File: config.mk
export PLATFORM = sky130hd
export DESIGN_NAME = tlfr_queue
export DESIGN_NICKNAME = d
export VERILOG_FILES = /design/src/rtl/tlfr_pkg.sv /design/src/rtl/tlfr_queue.sv
export SDC_FILE = /design/constraint.sdc
export NUM_CORES = 1
export LEC_CHECK = 0
export ABC_AREA = 0
export BUFFER_PORTS_ARGS = -buffer_cell sky130_fd_sc_hd__buf_2
export CAP_MARGIN = 30
export CORE_ASPECT_RATIO = 0.7
export CORE_UTILIZATION = 45
export DETAILED_ROUTE_END_ITERATION = 8
export PLACE_DENSITY = 0.8
export SKIP_LAST_GASP = 1
export SYNTH_ARGS = -nofsm -noshare
export SYNTH_HDL_FRONTEND = slang
export SYNTH_SLANG_ARGS = --single-unit
File: constraint.sdc
create_clock -name clk -period 1.8 [get_ports clk]
set_input_delay 0 -clock clk [delete_from_list [all_inputs] [get_ports clk]]
set_output_delay 0 -clock clk [all_outputs]
set_load 0.05 [all_outputs]
File: src/rtl/tlfr_pkg.sv
// Shared types, sizes and codes for the text line framer ring.
package tlfr_pkg;

	localparam int LINE_SLOTS  = 8;
	localparam int LINE_BYTES  = 128;
	localparam int QUEUE_DEPTH = 2;

	localparam int SLOT_W   = $clog2(LINE_SLOTS);
	localparam int LEN_W    = $clog2(LINE_BYTES);
	localparam int OFS_W    = 7;
	localparam int BYTE_W   = 8;
	localparam int OUT_LEN_W = 7;
	localparam int CMP_W    = (LEN_W > OFS_W) ? LEN_W : OFS_W;
	localparam int STORE_DEPTH = LINE_SLOTS * LINE_BYTES;
	localparam int ADDR_W   = $clog2(STORE_DEPTH);

	localparam logic [BYTE_W-1:0] CHAR_PROMPT = 8'h3E;
	localparam logic [BYTE_W-1:0] CHAR_CR     = 8'h0D;
	localparam logic [BYTE_W-1:0] CHAR_LF     = 8'h0A;

	typedef enum logic [1:0] {
		OP_RECV    = 2'd0,
		OP_READ    = 2'd1,
		OP_RELEASE = 2'd2,
		OP_CLEAR   = 2'd3
	} tlfr_op_t;

	typedef enum logic [2:0] {
		CMD_APPEND,
		CMD_PROMPT,
		CMD_NEWLINE,
		CMD_IGNORE,
		CMD_READ,
		CMD_RELEASE,
		CMD_CLEAR
	} tlfr_cmd_t;

	typedef struct packed {
		tlfr_cmd_t          cmd;
		logic [BYTE_W-1:0]  data;
		logic [OFS_W-1:0]   offset;
	} tlfr_item_t;

endpackage

File: src/rtl/tlfr_queue.sv
// Short command queue between the front end and the line engine.
module tlfr_queue import tlfr_pkg::*; (
	input  logic       clk,
	input  logic       arst_n,
	input  logic       push,
	input  tlfr_item_t push_item,
	output logic       full,
	input  logic       pop,
	output logic       head_valid,
	output tlfr_item_t head_item
);

	localparam int PTR_W = (QUEUE_DEPTH > 1) ? $clog2(QUEUE_DEPTH) : 1;
	localparam int CNT_W = $clog2(QUEUE_DEPTH + 1);

	tlfr_item_t        entry_q [QUEUE_DEPTH];
	logic [PTR_W-1:0]  wr_ptr_q;
	logic [PTR_W-1:0]  rd_ptr_q;
	logic [CNT_W-1:0]  count_q;
	logic              do_push;
	logic              do_pop;

	assign full       = (count_q == CNT_W'(QUEUE_DEPTH));
	assign head_valid = (count_q != '0);
	assign head_item  = entry_q[rd_ptr_q];
	assign do_push    = push && !full;
	assign do_pop     = pop && head_valid;

	function automatic logic [PTR_W-1:0] ptr_inc(input logic [PTR_W-1:0] p);
		ptr_inc = (p == PTR_W'(QUEUE_DEPTH - 1)) ? '0 : p + PTR_W'(1);
	endfunction

	always_ff @(posedge clk) begin
		if (do_push) begin
			entry_q[wr_ptr_q] <= push_item;
		end
	end

	always_ff @(posedge clk or negedge arst_n) begin
		if (!arst_n) begin
			wr_ptr_q <= '0;
			rd_ptr_q <= '0;
			count_q  <= '0;
		end else begin
			if (do_push) begin
				wr_ptr_q <= ptr_inc(wr_ptr_q);
			end
			if (do_pop) begin
				rd_ptr_q <= ptr_inc(rd_ptr_q);
			end
			case ({do_push, do_pop})
				2'b10:   count_q <= count_q + CNT_W'(1);
				2'b01:   count_q <= count_q - CNT_W'(1);
				default: count_q <= count_q;
			endcase
		end
	end

endmodule

* Word-level counts from Yosys, hierarchy flattened
Memory sizes are Yosys's and may differ from the RTL's.
Cells that the tools add are included.
** Word-level totals
- Register bits :: 4
- Memory bits (writable) :: 36
- Word-level logic and storage cells :: 21
- Memories kept :: 1
** Memories
- entry_q :: depth 2, width 18, read ports 1, clocked after memory_dff 0, wr ports 1, RTL line tlfr_queue.sv:16 : tlfr_item_t entry_q [QUEUE_DEPTH];
** Operators by class
- Add/subtract/negate cells :: 4
- Equality and inequality tests :: 3
- Mux-type cells :: 5
- Reductions and logical operators :: 5
** Operators with widths (count)
- $eq A2 B2 Y1 const B :: 2
- $mux W1 :: 4
- $pmux W2 S2 :: 1
- $reduce_bool A2 Y1 :: 2
- $add A1 B1 Y1 const B :: 2
- $add A2 B1 Y2 const B :: 1
- $eq A2 B1 Y1 const B :: 1
- $logic_and A1 B1 Y1 :: 2
- $sub A2 B1 Y2 const B :: 1
- $logic_not A1 Y1 :: 1

* Depth between registers and ports, before layout
- Depth after elaboration :: 5
- Gate-level depth with buffers :: 6
- Gate-level depth less buffers :: 6

* Worst setup path before layout
No wires, ideal clock.
- Path type :: register to register
- Start :: reg count_q[0]
- End :: mem entry_q[0][0] in the netlist's numbering (enable)
- Arrival :: 1406 ps
- Required time :: 1408 ps
- Slack :: 2 ps
- Stages on the path, launching flop included :: 4
- Path buffers :: 0
- Cell sequence :: dfrtp_1 nand2b_1 nand2_1 nor2_1
** Between the ends
- Longest elaborated chain between the ends :: 5
** Ends and longest elaborated chain
- start, declared :: RTL line tlfr_queue.sv:19 : logic [CNT_W-1:0] count_q;
- start signal, assigned :: RTL line tlfr_queue.sv:52 : 2'b10: count_q <= count_q + CNT_W'(1);
- start signal, assigned :: RTL line tlfr_queue.sv:53 : 2'b01: count_q <= count_q - CNT_W'(1);
- start signal, assigned :: RTL line tlfr_queue.sv:54 : default: count_q <= count_q;
- $eq A2 B2 Y1 :: RTL line tlfr_queue.sv:23 : assign full = (count_q == CNT_W'(QUEUE_DEPTH));
- $logic_not A1 Y1 :: RTL line tlfr_queue.sv:26 : assign do_push = push && !full;
- $logic_and A1 B1 Y1 :: RTL line tlfr_queue.sv:26
- $mux W1 :: RTL line tlfr_queue.sv:34 : if (do_push) begin
- $mux W1 (not written as such) :: RTL line tlfr_queue.sv:35 : entry_q[wr_ptr_q] <= push_item;
- end, declared :: RTL line tlfr_queue.sv:16
Every way passes these cells.

* Worst setup path after layout
- Start :: reg count_q[0]
- End :: reg count_q[1]
** Between the ends
- Elaborated cells between the ends (all ways) :: 11
- Those cells by class :: 2 x add/sub; 3 x eq/ne; 1 x mux; 5 x reduce/logical
** RTL lines
- $reduce_bool A2 Y1 * :: RTL line tlfr_queue.sv:24 : assign head_valid = (count_q != '0);
- $logic_and A1 B1 Y1 * :: RTL line tlfr_queue.sv:27 : assign do_pop = pop && head_valid;
- named net do_pop :: RTL line tlfr_queue.sv:21 : logic do_pop;
- $eq A2 B1 Y1 / $eq A2 B2 Y1 (equally long branches) :: RTL line tlfr_queue.sv:51 : case ({do_push, do_pop})
- $pmux W2 S2 / $reduce_bool A2 Y1 (equally long branches)
The timed path passes the listed nets; every way through them passes the cells marked *.
A chain may end at the register's enable or synchronous reset.

==> impl_results.md <==
* GR Overflow Total at 0
* Max Buffers Root-to-Sink at 2
* Most frequent cells in the layout: buf_2, edfxtp_1, dlygate4sd3_1, mux2_2, clkbuf_8
* Max-slew headroom at 0.828
* Clk_lat worst skew at 0.29 ns
* RR Startpoint: count_q[0]
* Final hold viol count at 0
* DR vias at between 800 and 900
* # Post-CTS Setup Buffers at 0
* Register area at roughly 1200 µm²
* # rows at 17
* Violated checks: design-rule violations
* Startpoint Class: flip-flop
* First-pass GRT wire length at 3860 µm
* Data required time of the worst path at 2.01 ns
* Detail Placement HPWL at 1690 µm
* Layout Area Growth over Synthesis at 38.8%
* Worst Tran Pin Value at 0.257 ns
* I/O Pins at 42
* Placed cells at 156
* Unrepaired setup endpoints after global routing: false
* Placer congestion estimate at roughly 0.66
* Vias in the first global route at 864
* Maxcap violations at 0
* Final setup fails at 0
* GRT Total Usage at 0.153
* # nets final at 167
* Largest net degree at the start of global routing at 16
* Worst slack, placed at 0.296 ns
* TritonRoute pass-1 iters at 6
* Worst path cell trace: or2_1 > and2_4 > ha_1 > nor2_1 > xor2_1
* Die width at 71.1 µm
* Commonest non-fill, non-tap cell in the layout: buf_2
* Die Ht at 50.4 µm
* Synthesized instance count at 74
* H-tree depth at 2
* Syn Std Cell Area at about 1500 µm²
* Initial antenna violation count at 0
* Clock transition at path regs at ~0.07 ns
* Synth top area cells: edfxtp_1, mux2_2, dfrtp_1, xnor2_1, buf_6
* TritonCTS clock tree: yes
* Min cycle time layout at between 1.5 and 2 ns
* Origin of the worst min-delay path: pop
* Avg Cell Area, Syn at approximately 20 µm²
* Static leakage at between 0.8 and 0.9 nW
* Initial DRC count at 44
* Post-synthesis cell type count at 14
* Cell Pwr Density at 1790 nW/µm²
* Detail Route Antenna Nets at 0
* Worst reg2reg setup slack at 0.28 ns
* CORE AREA at 3170 µm²
* Final critical-path share of the clock period at 0.847
* Total CTS buffers at 5
* Seq/Total Area, Yosys at 0.785
* Synthesized net count at just under 100
* Synth top area share at 0.718
* Largest area contributor in the netlist: edfxtp_1
* Diodes inserted at 0
* Status: finished, violations left
* FMAX at 0.656 GHz
* Hold Crit Class: in -> reg
* Setup Skew at 0.00665 ns
* Setup CP Type: reg -> reg
* I/O Buffers at 41
* Yosys reg bits at 40
* TritonCTS Sinks at 40
* Detailed-route DRC error count at 3
* Worst setup EP type: flip-flop
* Critical Path AT at 1.73 ns
* Slowest cell on crit path: dfrtp_1
* YS warnings at 0
* Multi-input logic area at 300 µm²
* Initial core utilization at 0.475
* Max IR drop VDD at 1.00 mV
* Share of layout cells above drive strength 1 at 0.510
* Root Driver: clkbuf_8
* Final cell count without fillers at 183
* Top cell family by delay on the critical path: simple AND/OR/NAND/NOR gates
* Number of fill cells in the layout at 239
* Crit path max fanout at 4
* Overall routed net length at 2480 µm
* Max Slew Vio Count at 0
* Largest stage delay on the critical path at 0.42 ns
* Slack of the critical path at 0.275 ns
* Worst setup path start: count_q[0]
* DIE AREA at 3580 µm²
* Vias/cell at 4.71
* WP buf/inv at 0
* TNS Setup at 0 ns
* Routed wire length per instance at 13.6 µm
-- metal layers --
layer / track usage / routed length [µm] / up-vias
met1: 0.186 / 1070 / 413
met4: 0.0600 / 12 / 0
met2: 0.240 / 1250 / 31
met3: 0.0703 / 153 / 2
met5: 0 / 0 / -
li1: - / - / 416
-- state kept, by name, summed over array words and instances (netlist names) --
name      flops
entry_q      36
count_q       2
rd_ptr_q      1
wr_ptr_q      1
-- worst paths after layout --
check | endpoint | cells past startpoint
setup / recovery | count_q[1] | 5
max in group asynchronous | count_q[1] | 2
hold reg to reg | count_q[1] | 1
min in group asynchronous | count_q[0] | 2
hold / removal | rd_ptr_q | 3
setup reg to reg | count_q[1] | 5
-- cell families (layout without fill, tap and decap cells) --
kind of cell | count (synthesis) | count (layout) | share of synthesized area
XOR/XNOR | 5 | 5 | 0.0291
AND/OR/NAND/NOR | 7 | 7 | 0.0258
multiplexers | 18 | 18 | 0.135
adder cells (fa/ha/maj) | 1 | 1 | 0.00831
buffers and inverters | 3 | 74 | 0.0175
flip-flops | 40 | 40 | 0.785
-- area by class of cell --
cell class | instances | share of cell area
multi-input cells | 31 | 0.144
flip-flops and latches | 40 | 0.565
clock buffers | 5 | 0.0329
inverters | 1 | 0.00180
clock inverters | 3 | 0.0204
well taps | 38 | 0.0228
repair buffers | 65 | 0.213
-- timing repair --
item | 4_1_cts | 5_1_grt
hold buffers | 19 | 0
endpoints found under the hold margin | 40 | 0
gates resized for setup | 0 | 0
-- power breakdown --
| part | internal (W) | switching (W) | total [W] |
|---|---|---|---|
| clock network | 0.000410 | 0.000297 | 0.000706 |
| logic | 0.000541 | 0.00111 | 0.00165 |
| registers | 0.00128 | 0.0000971 | 0.00138 |
-- worst reg2reg max path: stages, from the launching register on --
cell     delay, ns
dfrtp_1       0.42
or2_1         0.26
and2_4        0.17
ha_1          0.31
nor2_1        0.14
xor2_1        0.15
-- synthesized netlist by cell type --
master	count
and2_4	1
buf_6	2
and3_1	1
nor2_1	2
dfrtp_1	4
xnor2_1	3
ha_1	1
edfxtp_1	36
xor2_1	2
inv_1	1
nand2_1	1
nand2b_1	1
mux2_2	18
or2_1	1
-- stage by stage --
step	power [W]	hold slack (ns)	cell area [µm²]	utilization
final	0.00374	0.0284	2090	0.659
after global routing	0.00390	0.0316	2090	0.659
after CTS	0.00378	0.0194	2090	0.659
after detailed placement	0.00303	-0.185	1790	0.564
after global placement	0.00299	-0.191	1790	0.564
after floorplan	0.00266	-0.296	1510	-
Power figures use the tool's default switching activity.
