[src/rtl/tlfr_pkg.sv]
// Shared types, sizes and codes for the text line framer ring.
package tlfr_pkg;

	localparam int LINE_SLOTS  = 8;
	localparam int LINE_BYTES  = 128;
	localparam int QUEUE_DEPTH = 2;

	localparam int SLOT_W   = $clog2(LINE_SLOTS);
	localparam int LEN_W    = $clog2(LINE_BYTES);
	localparam int OFS_W    = 7;
	localparam int BYTE_W   = 8;
	localparam int OUT_LEN_W = 7;
	localparam int CMP_W    = (LEN_W > OFS_W) ? LEN_W : OFS_W;
	localparam int STORE_DEPTH = LINE_SLOTS * LINE_BYTES;
	localparam int ADDR_W   = $clog2(STORE_DEPTH);

	localparam logic [BYTE_W-1:0] CHAR_PROMPT = 8'h3E;
	localparam logic [BYTE_W-1:0] CHAR_CR     = 8'h0D;
	localparam logic [BYTE_W-1:0] CHAR_LF     = 8'h0A;

	typedef enum logic [1:0] {
		OP_RECV    = 2'd0,
		OP_READ    = 2'd1,
		OP_RELEASE = 2'd2,
		OP_CLEAR   = 2'd3
	} tlfr_op_t;

	typedef enum logic [2:0] {
		CMD_APPEND,
		CMD_PROMPT,
		CMD_NEWLINE,
		CMD_IGNORE,
		CMD_READ,
		CMD_RELEASE,
		CMD_CLEAR
	} tlfr_cmd_t;

	typedef struct packed {
		tlfr_cmd_t          cmd;
		logic [BYTE_W-1:0]  data;
		logic [OFS_W-1:0]   offset;
	} tlfr_item_t;

endpackage

[src/rtl/tlfr_front.sv]
// Front end: classifies an incoming transaction into a framer command.
module tlfr_front import tlfr_pkg::*; (
	input  logic [1:0]        op,
	input  logic [BYTE_W-1:0] rx_byte,
	input  logic [OFS_W-1:0]  char_offset,
	output tlfr_item_t        item
);

	always_comb begin
		item.data   = rx_byte;
		item.offset = char_offset;
		unique case (tlfr_op_t'(op))
			OP_RECV: begin
				if (rx_byte == CHAR_PROMPT) begin
					item.cmd = CMD_PROMPT;
				end else if (rx_byte == CHAR_CR) begin
					item.cmd = CMD_IGNORE;
				end else if (rx_byte == CHAR_LF) begin
					item.cmd = CMD_NEWLINE;
				end else begin
					item.cmd = CMD_APPEND;
				end
			end
			OP_READ:    item.cmd = CMD_READ;
			OP_RELEASE: item.cmd = CMD_RELEASE;
			OP_CLEAR:   item.cmd = CMD_CLEAR;
			default:    item.cmd = CMD_IGNORE;
		endcase
	end

endmodule

[config.mk]
export PLATFORM = sky130hd
export DESIGN_NAME = tlfr_front
export DESIGN_NICKNAME = d
export VERILOG_FILES = /design/src/rtl/tlfr_pkg.sv /design/src/rtl/tlfr_front.sv
export SDC_FILE = /design/constraint.sdc
export NUM_CORES = 1
export LEC_CHECK = 0
export ABC_AREA = 1
export BUFFER_PORTS_ARGS = -buffer_cell sky130_fd_sc_hd__buf_2
export CAP_MARGIN = 20
export CORE_AREA = 2 2 39 41
export DETAILED_ROUTE_END_ITERATION = 10
export DIE_AREA = 0 0 41 43
export PLACE_DENSITY = 0.58
export SLEW_MARGIN = 20
export SYNTH_ARGS = -nofsm -noshare
export SYNTH_HDL_FRONTEND = slang
export SYNTH_SLANG_ARGS = --single-unit
[constraint.sdc]
create_clock -name vclk -period 2.1
set_clock_uncertainty 0.1 [all_clocks]
set_input_delay 0.42 -clock vclk [all_inputs]
set_output_delay 0.42 -clock vclk [all_outputs]
set_load 0.1 [all_outputs]
# [Word-level counts from Yosys, hierarchy flattened]
# Cells that the tools add are included.
[totals] memories=0 latch_bits=0 rom_bits=0 reg_bits=0 ram_bits=0
[op_classes] bitwise=0 n_mux=4 eq_ne=6 add_sub_neg=0 reduce_logical=1 multipliers=0 n_shift=0 div=0 magnitude_cmp=0
[op_table] operator="$eq A8 B4 Y1 const B" n=2
[op_table] operator="$pmux W3 S4" n=1
[op_table] operator="$eq A8 B6 Y1 const B" n=1
[op_table] operator="$mux W2" n=3
[op_table] operator="$eq A2 B2 Y1 const B" n=2
[op_table] operator="$eq A2 B1 Y1 const B" n=1
[op_table] operator="$logic_not A2 Y1" n=1

# [Longest topological paths before layout]
# Gate-level depths: netlist (run 1).
[logic_depth] ltp_word=5 mapped_depth=7

# [Least setup slack after synthesis (run 1)]
# OpenSTA, ideal clock, no wires.
[synth_path] path_kind="input to output" start="input rx_byte[6]" end="output item[16] (netlist name)" slack_ps=173 stages=7 t_arrival_ps=1407 n_path_buf=0 required_ps=1580 path_cell_list="inv_2 -> nand2_4 -> nor2_4 -> nand2_1 -> nand2_1 -> nand2_1 -> nand2_1"
[synth_rtl] element="from (decl)" line_no="tlfr_front.sv:4" text="input logic [BYTE_W-1:0] rx_byte,"
[synth_rtl] element="to (decl)" line_no="tlfr_front.sv:6" text="output tlfr_item_t item"

==> results.md, run 1 <==
- Number of global-route vias before repair: 182
- Setup Buffers After CTS: 0
- Max Slew Vio Count: 0
- Worst setup SP type: input port
- Status: completed
- Tcrit/Tclk final: 81.1%
- Hold Path Class: input port to primary output
- Clock share of power: 0%
- WP data arrival: 1.18 ns
- Power Internal: 27.3 µW
- Crit Path Max Fanout: 2
- Syn Std Cell Area: 275 µm²
- Synth warn: 0
- Area Growth Syn to Fin: 15.5%
- GRT Util Overall: 4.50%
- Initial Utilization: 19.9%
- DP HPWL: 401 µm
- IO buf count: 21
- Yosys top cell by area: buf_4
- Leak pwr: 0.000208 µW
- DRT Pass-1 Iters: 2
- Data required, critical path: 1.58 ns
- Count of cell types in the netlist: 10
- Initial antenna violation count: 0
- Synth area leaders: buf_4, nand2_1, inv_1
- Max-Cap Viols: 0
- Final WL: 415 µm
- Most frequent cells in the layout: buf_2, nand2_1, inv_1
- GR Overflow Total: 0
- Setup TNS Final: 0 ns
- Net Count, Synth: 65
- Mapped Avg Cell Area: 5.73 µm²
- Maximum VDD drop: 0.117 mV
- DP Area: 318 µm²
- Synth top area share: 40.9%
- RSZ-0062 raised after global routing: no
- # nets final: 73
- # diodes: 0
- Hold Buf Count CTS: 0
- GPL Wtd Cong: 0.572
- Layout clock buffers: 0
- Post-route cell area: 318 µm²
- Core Area: 1380 µm²
- Final Hold Viols: 0
- Tmin final: 1.70 ns
- Power Density: 418 nW/µm²
- # setup viols final: 0
- Standard-cell rows: 14
- Die area: 1760 µm²
- Maximum number of pins on one net before global-route repair: 4
- Worst setup EP type: primary output
- Mapped Cells: 48
- Register area share after synthesis: 0%
- Most common cell after layout, fill and taps aside: buf_2
- Wirelength per Cell: 5.93 µm
- Fill count: 165
- Antenna Nets Post-Route: 0
- Combinational Power Share: 100.0%
- Vias/cell: 3.39
- Reg area: 0 µm²
- Reg power frac: 0%
- Max transition margin: 67.9%
- Worst hold stages: 0
- Max Clock Freq: 587 MHz
- Vias: 237
- Crit Path Class: input port to primary output
- DRC viols: 0
- First-pass GRT wire length: 614 µm
- Psw: 106 µW
- Multi-input logic area: 129 µm²
- Seq Cell Count: 0
- DIE WIDTH: 41 µm
- IO Count: 35
- Die height: 43 µm
- Layout cell share with drive strength beyond 1: 53.7%
- CTS resizes: 0
- Switching share of power: 79.4%
- Actual slew at the worst max-slew pin: 0.484 ns
- Initial drt markers: 2
stage by stage:
| stage | worst slack (ns) | total power (µW) | util (%) | cells | hold slack (ns) |
|---|---|---|---|---|---|
| floorplan | 0.173 | 174 | - | 48 | 0.952 |
| global placement | 0.396 | 133 | 23.0 | 70 | 0.741 |
| detailed placement | 0.382 | 134 | 23.0 | 70 | 0.741 |
| CTS | 0.383 | 134 | 23.0 | 70 | 0.741 |
| global route | 0.329 | 138 | 23.0 | 70 | 0.740 |
| finish | 0.397 | 133 | 23.0 | 70 | 0.740 |
metal layers:
metal | share of wire [%] | global-route usage (%)
met1 | 39 | 5.06
met2 | 52 | 8.75
met3 | 8.7 | 0
met4 | 0 | 0.667
met5 | 0 | 0
worst paths after layout:
kind / from / endpoint / slack, ns
min: char_offset[3] / item[3] / 0.74
max: rx_byte[6] / item[16] / 0.40
critical path, stage by stage:
cell and delay (ns):
buf_2 0.11, inv_2 0.06, nand2_4 0.05, nor2_4 0.11, nand2_1 0.05, nand2_1 0.06, nand2_1 0.04, nand2_1 0.10
buf_12 0.18
power by group through the flow:
stage | registers (µW) | logic [µW] | clock network (µW)
after floorplan | 0 | 174 | 0
final | 0 | 133 | 0
after CTS | 0 | 134 | 0
after global placement | 0 | 133 | 0
after detailed placement | 0 | 134 | 0
after global routing | 0 | 138 | 0
synthesized netlist by cell type:
library cell and n:
buf_4 15, inv_1 7, inv_2 2, nand2_1 15, nand2_2 2, nand2_4 1
nor2_1 3, nor2_2 1, nor2_4 1, nor2_8 1
cells by family after synthesis:
family        share of synthesized area (%)
buf+inv                                53.2
simple gates                           46.8
final cells by class:
class / count / area share, %
Inverter: 9 / 10.6
Multi-Input combinational cell: 24 / 40.6
Timing Repair Buffer: 21 / 42.5
Tap cell: 16 / 6.30
Note: power is estimated with default switching activity, not from simulation.
==> inputs of run 2 (changes only) <==
--- a/config.mk
+++ b/config.mk
@@ -11,7 +11,7 @@
 export CORE_AREA = 2 2 39 41
 export DETAILED_ROUTE_END_ITERATION = 10
 export DIE_AREA = 0 0 41 43
-export PLACE_DENSITY = 0.58
+export PLACE_DENSITY = 0.6
 export SLEW_MARGIN = 20
 export SYNTH_ARGS = -nofsm -noshare
 export SYNTH_HDL_FRONTEND = slang
==> constraint.sdc (replaced) <==
create_clock -name vclk -period 1.56
set_clock_uncertainty 0.1 [all_clocks]
set_input_delay 0.312 -clock vclk [all_inputs]
set_output_delay 0.312 -clock vclk [all_outputs]
set_load 0.1 [all_outputs]
==> run 2 against run 1 <==
  * Cell count stayed put
  * Via count is 4.6% higher
  * Cell area rose by 50%
  * Die area is the same
  * Utilization rose by 11 points
  * Routed wire length is 28% higher
  * Sequential share of layout area unchanged
  * First-iteration DRC count rose to 3.0 times the previous value
  * Non-clock buffer count is the same
  * Total power up 73%
  * Largest power group unchanged
==> results.md, run 2 (synthesis results as in run 1) <==
- Status: completed
- GRT Util Overall: 6.19%
- Worst setup EP type: primary output
- DP HPWL: 474 µm
- WP data arrival: 1.08 ns
- Reg area: 0 µm²
- Final core occ: 34.4%
- Initial drt markers: 6
- Worst hold stages: 0
- Maximum VDD drop: 0.184 mV
- DRT Pass-1 Iters: 4
- Leak pwr: 0.000257 µW
- Layout cell share with drive strength beyond 1: 74.1%
- IO buf count: 21
- GR Overflow Total: 0
- Initial Utilization: 19.9%
- Max Slew Vio Count: 0
- # nets final: 73
- Standard-cell rows: 14
- Initial antenna violation count: 0
- Maximum number of pins on one net before global-route repair: 4
- Die area: 1760 µm²
- First-pass GRT wire length: 848 µm
- Area Growth Syn to Fin: 72.7%
- Crit Path Max Fanout: 3
- Die height: 43 µm
- Number of global-route vias before repair: 222
- Most frequent cells in the layout: nand2_1, buf_12, buf_2
- GPL Wtd Cong: 0.573
- Setup TNS Final: 0 ns
- Core Area: 1380 µm²
- Hold Buf Count CTS: 0
- Tmin final: 1.49 ns
- Max Clock Freq: 669 MHz
- IO Count: 35
- Vias/cell: 3.54
- Hold EP: item[2]
- Crit Path Class: input port to primary output
- Seq Cell Count: 0
- Data required, critical path: 1.15 ns
- Worst setup SP type: input port
- Layout clock buffers: 0
- DIE WIDTH: 41 µm
- Power Density: 483 nW/µm²
- # setup viols final: 0
- DRC viols: 0
- Vias: 248
- Tcrit/Tclk final: 95.8%
- # diodes: 0
- Final WL: 530 µm
- Max transition margin: 67.9%
- Actual slew at the worst max-slew pin: 0.486 ns
- Hold Path Class: input port to primary output
- Antenna Nets Post-Route: 0
- Worst Hold Launch: char_offset[2]
- Max-Cap Viols: 0
- Wirelength per Cell: 7.57 µm
- Final Hold Viols: 0
## run 2: worst max-delay path: stages
cell and delay [ns]:
buf_4 0.13, inv_2 0.05, nand2_2 0.04, nor2_2 0.11, nand2_2 0.06, nand2_2 0.07
nand2_2 0.05, nand2_2 0.08, buf_12 0.17
## run 2: layout make-up
class | instances | area (µm²)
Fill cell | 146 | 908
Timing Repair Buffer | 21 | 265
Inverter | 9 | 38.8
Multi-Input combinational cell | 24 | 151
Tap cell | 16 | 20.0
## run 2: report_power, final
group | internal [µW] | switching (µW)
registers | 0 | 0
logic | 76.1 | 154
clock network | 0 | 0
total | 76.1 | 154
## run 2: layer usage
layer | global-route usage, % | share of wire (%) | vias up
li1 | - | - | 133
met1 | 7.91 | 34 | 105
met2 | 11.3 | 56 | 10
met3 | 0.524 | 10 | 0
met4 | 0 | 0 | 0
met5 | 0 | 0 | -
## run 2: what timing repair did
item                       in CTS  in global routing
resized for setup               0                 20
setup endpoints to repair       0                  2
hold endpoints to repair        0                  0
setup buffers                   0                  0
## run 2: worst max-delay path by stage
stage | to | slack [ns] | start
4_1_cts | item[16] | 0.06 | rx_byte[4]
5_1_grt | item[16] | -0.005 | rx_byte[0]
2_1_floorplan | item[16] | 0.10 | rx_byte[6]
3_3_place_gp | item[16] | 0.08 | rx_byte[4]
3_5_place_dp | item[16] | 0.06 | rx_byte[4]
6_report | item[16] | 0.07 | rx_byte[1]
## run 2: metrics by stage
step           hold WS [ns]  cell area [µm²]  total power [µW]  std cells  setup slack [ns]
2_1_floorplan         0.736              280               235         48             0.102
3_3_place_gp          0.525              428               216         70            0.0797
3_5_place_dp          0.525              428               217         70            0.0577
4_1_cts               0.525              428               217         70            0.0575
5_1_grt               0.524              475               238         70          -0.00474
6_report              0.524              475               230         70            0.0655
==> inputs of run 3 (changes only) <==
--- a/config.mk
+++ b/config.mk
@@ -11,7 +11,7 @@
 export CORE_AREA = 2 2 39 41
 export DETAILED_ROUTE_END_ITERATION = 10
 export DIE_AREA = 0 0 41 43
-export PLACE_DENSITY = 0.6
+export PLACE_DENSITY = 0.58
 export SLEW_MARGIN = 20
 export SYNTH_ARGS = -nofsm -noshare
 export SYNTH_HDL_FRONTEND = slang
==> constraint.sdc (replaced) <==
create_clock -name vclk -period 1.8
set_clock_uncertainty 0.1 [all_clocks]
set_input_delay 0.36 -clock vclk [all_inputs]
set_output_delay 0.36 -clock vclk [all_outputs]
set_load 0.1 [all_outputs]
==> run 3 against run 2 <==
  * Sequential share of layout area unchanged
  * Cell count unchanged
  * Routed wire length fell by 19%
  * Combinational power fell by 32%
  * Count of clock-buffer cells in the layout stayed put
==> results.md, run 3 (synthesis results as in run 1) <==
- Max transition margin: 67.7%
- Hold Buf Count CTS: 0
- Tcrit/Tclk final: 86.6%
- DRC viols: 0
- Layout clock buffers: 0
- Fill count: 164
- IO buf count: 21
- Initial drt markers: 2
- Core Area: 1380 µm²
- RSZ-0062 raised after global routing: no
- Layout cell share with drive strength beyond 1: 57.4%
- Max-Cap Viols: 0
- Crit Path Max Fanout: 2
- Placed insts: 70
- Total power: 156 µW
- Clock share of power: 0%
- Number of global-route vias before repair: 203
- Met2 wire length: 223 µm
- Crit Path Class: input port to primary output
- # diodes: 0
- GPL Wtd Cong: 0.577
- Maximum number of pins on one net before global-route repair: 4
- Setup TNS Final: 0 ns
- IO Count: 35
- Top sig layer: met3
- Non-Filler Instances: 70
- Vias/cell: 3.49
- Reg area: 0 µm²
- Vias: 244
- Area Growth Syn to Fin: 17.3%
- CTS resizes: 0
- First-pass GRT wire length: 641 µm
- Most frequent cells in the layout: buf_2, nand2_1, inv_1
- Final WS setup: 0.242 ns
- Wirelength per Cell: 6.11 µm
- Most common cell after layout, fill and taps aside: buf_2
- Leak pwr: 0.000207 µW
- Antenna Nets Post-Route: 0
- Standard-cell rows: 14
- Max Slew Vio Count: 0
- Worst Hold Launch: char_offset[1]
- Final Hold Viols: 0
- Detail Route met3 WL: 51 µm
- Hold Path Class: input port to primary output
- Power Internal: 32.5 µW
- WP data arrival: 1.10 ns
- # setup viols final: 0
- M1 WL: 153 µm
- Seq Cell Count: 0
- Setup Buffers After CTS: 0
- Tmin final: 1.56 ns
- Power Density: 483 nW/µm²
- Maximum VDD drop: 0.148 mV
- DRT Pass-1 Iters: 2
- Worst setup SP type: input port
- Status: completed
- GRT Util Overall: 4.70%
- GR Overflow Total: 0
- Switching share of power: 79.2%
- Combinational Power Share: 100.0%
- # nets final: 73
- Initial antenna violation count: 0
- Place WS: 0.229 ns
- DIE WIDTH: 41 µm
- Final WL: 428 µm
- Die area: 1760 µm²
- Initial Utilization: 19.9%
- Max Clock Freq: 642 MHz
- Actual slew at the worst max-slew pin: 0.487 ns
- Worst setup EP type: primary output
- CP startpoint: rx_byte[6]
- Die height: 43 µm
- Data required, critical path: 1.34 ns
- Reg power frac: 0%
- Psw: 123 µW
==> run 3: changes by cell type in the layout (fill, tap and decap cells not counted) <==
cell / previous run / this run
buf_8: 2 / 0
nand2_2: 7 / 4
nor2_1: 2 / 3
nand2_4: 2 / 1
nand2_1: 9 / 13
buf_12: 9 / 2
inv_1: 3 / 7
inv_2: 4 / 2
buf_2: 8 / 19
buf_4: 2 / 0
inv_4: 2 / 0
nor2_2: 2 / 1
==> run 3: worst paths after layout <==
| path | cells after the start | to | slack (ns) |
|---|---|---|---|
| setup / recovery | 9 | item[16] | 0.24 |
| hold / removal | 0 | item[1] | 0.62 |
==> run 3: critical path, stage by stage <==
cell and delay, ns:
buf_2 0.11, inv_2 0.06, nand2_4 0.05, nor2_4 0.11, nand2_1 0.05, nand2_1 0.06, nand2_1 0.06, nand2_2 0.07
buf_12 0.17
==> run 3: final cells by class <==
cell class | count | area, µm² | area share [%]
timing repair buffer | 21 | 135 | 41.9
multi-input combinational | 24 | 134 | 41.5
inverter | 9 | 33.8 | 10.5
tap | 16 | 20.0 | 6.20
==> run 3: through the flow <==
step	hold slack, ns	util, %	instance area (µm²)
2_1_floorplan	0.832	-	280
3_3_place_gp	0.621	23.3	323
3_5_place_dp	0.621	23.3	323
4_1_cts	0.621	23.3	323
5_1_grt	0.620	23.3	323
6_report	0.620	23.3	323
==> run 3: per-layer routing <==
metal	vias up	track usage, %
met5	-	0
met4	0	0
met3	0	0
met2	9	10.3
met1	101	4.43
li1	134	-
==> run 3: power by group through the flow <==
stage | sequential [µW] | combinational (µW) | clock (µW)
2_1_floorplan | 0 | 204 | 0
3_3_place_gp | 0 | 156 | 0
3_5_place_dp | 0 | 157 | 0
4_1_cts | 0 | 157 | 0
5_1_grt | 0 | 163 | 0
6_report | 0 | 156 | 0
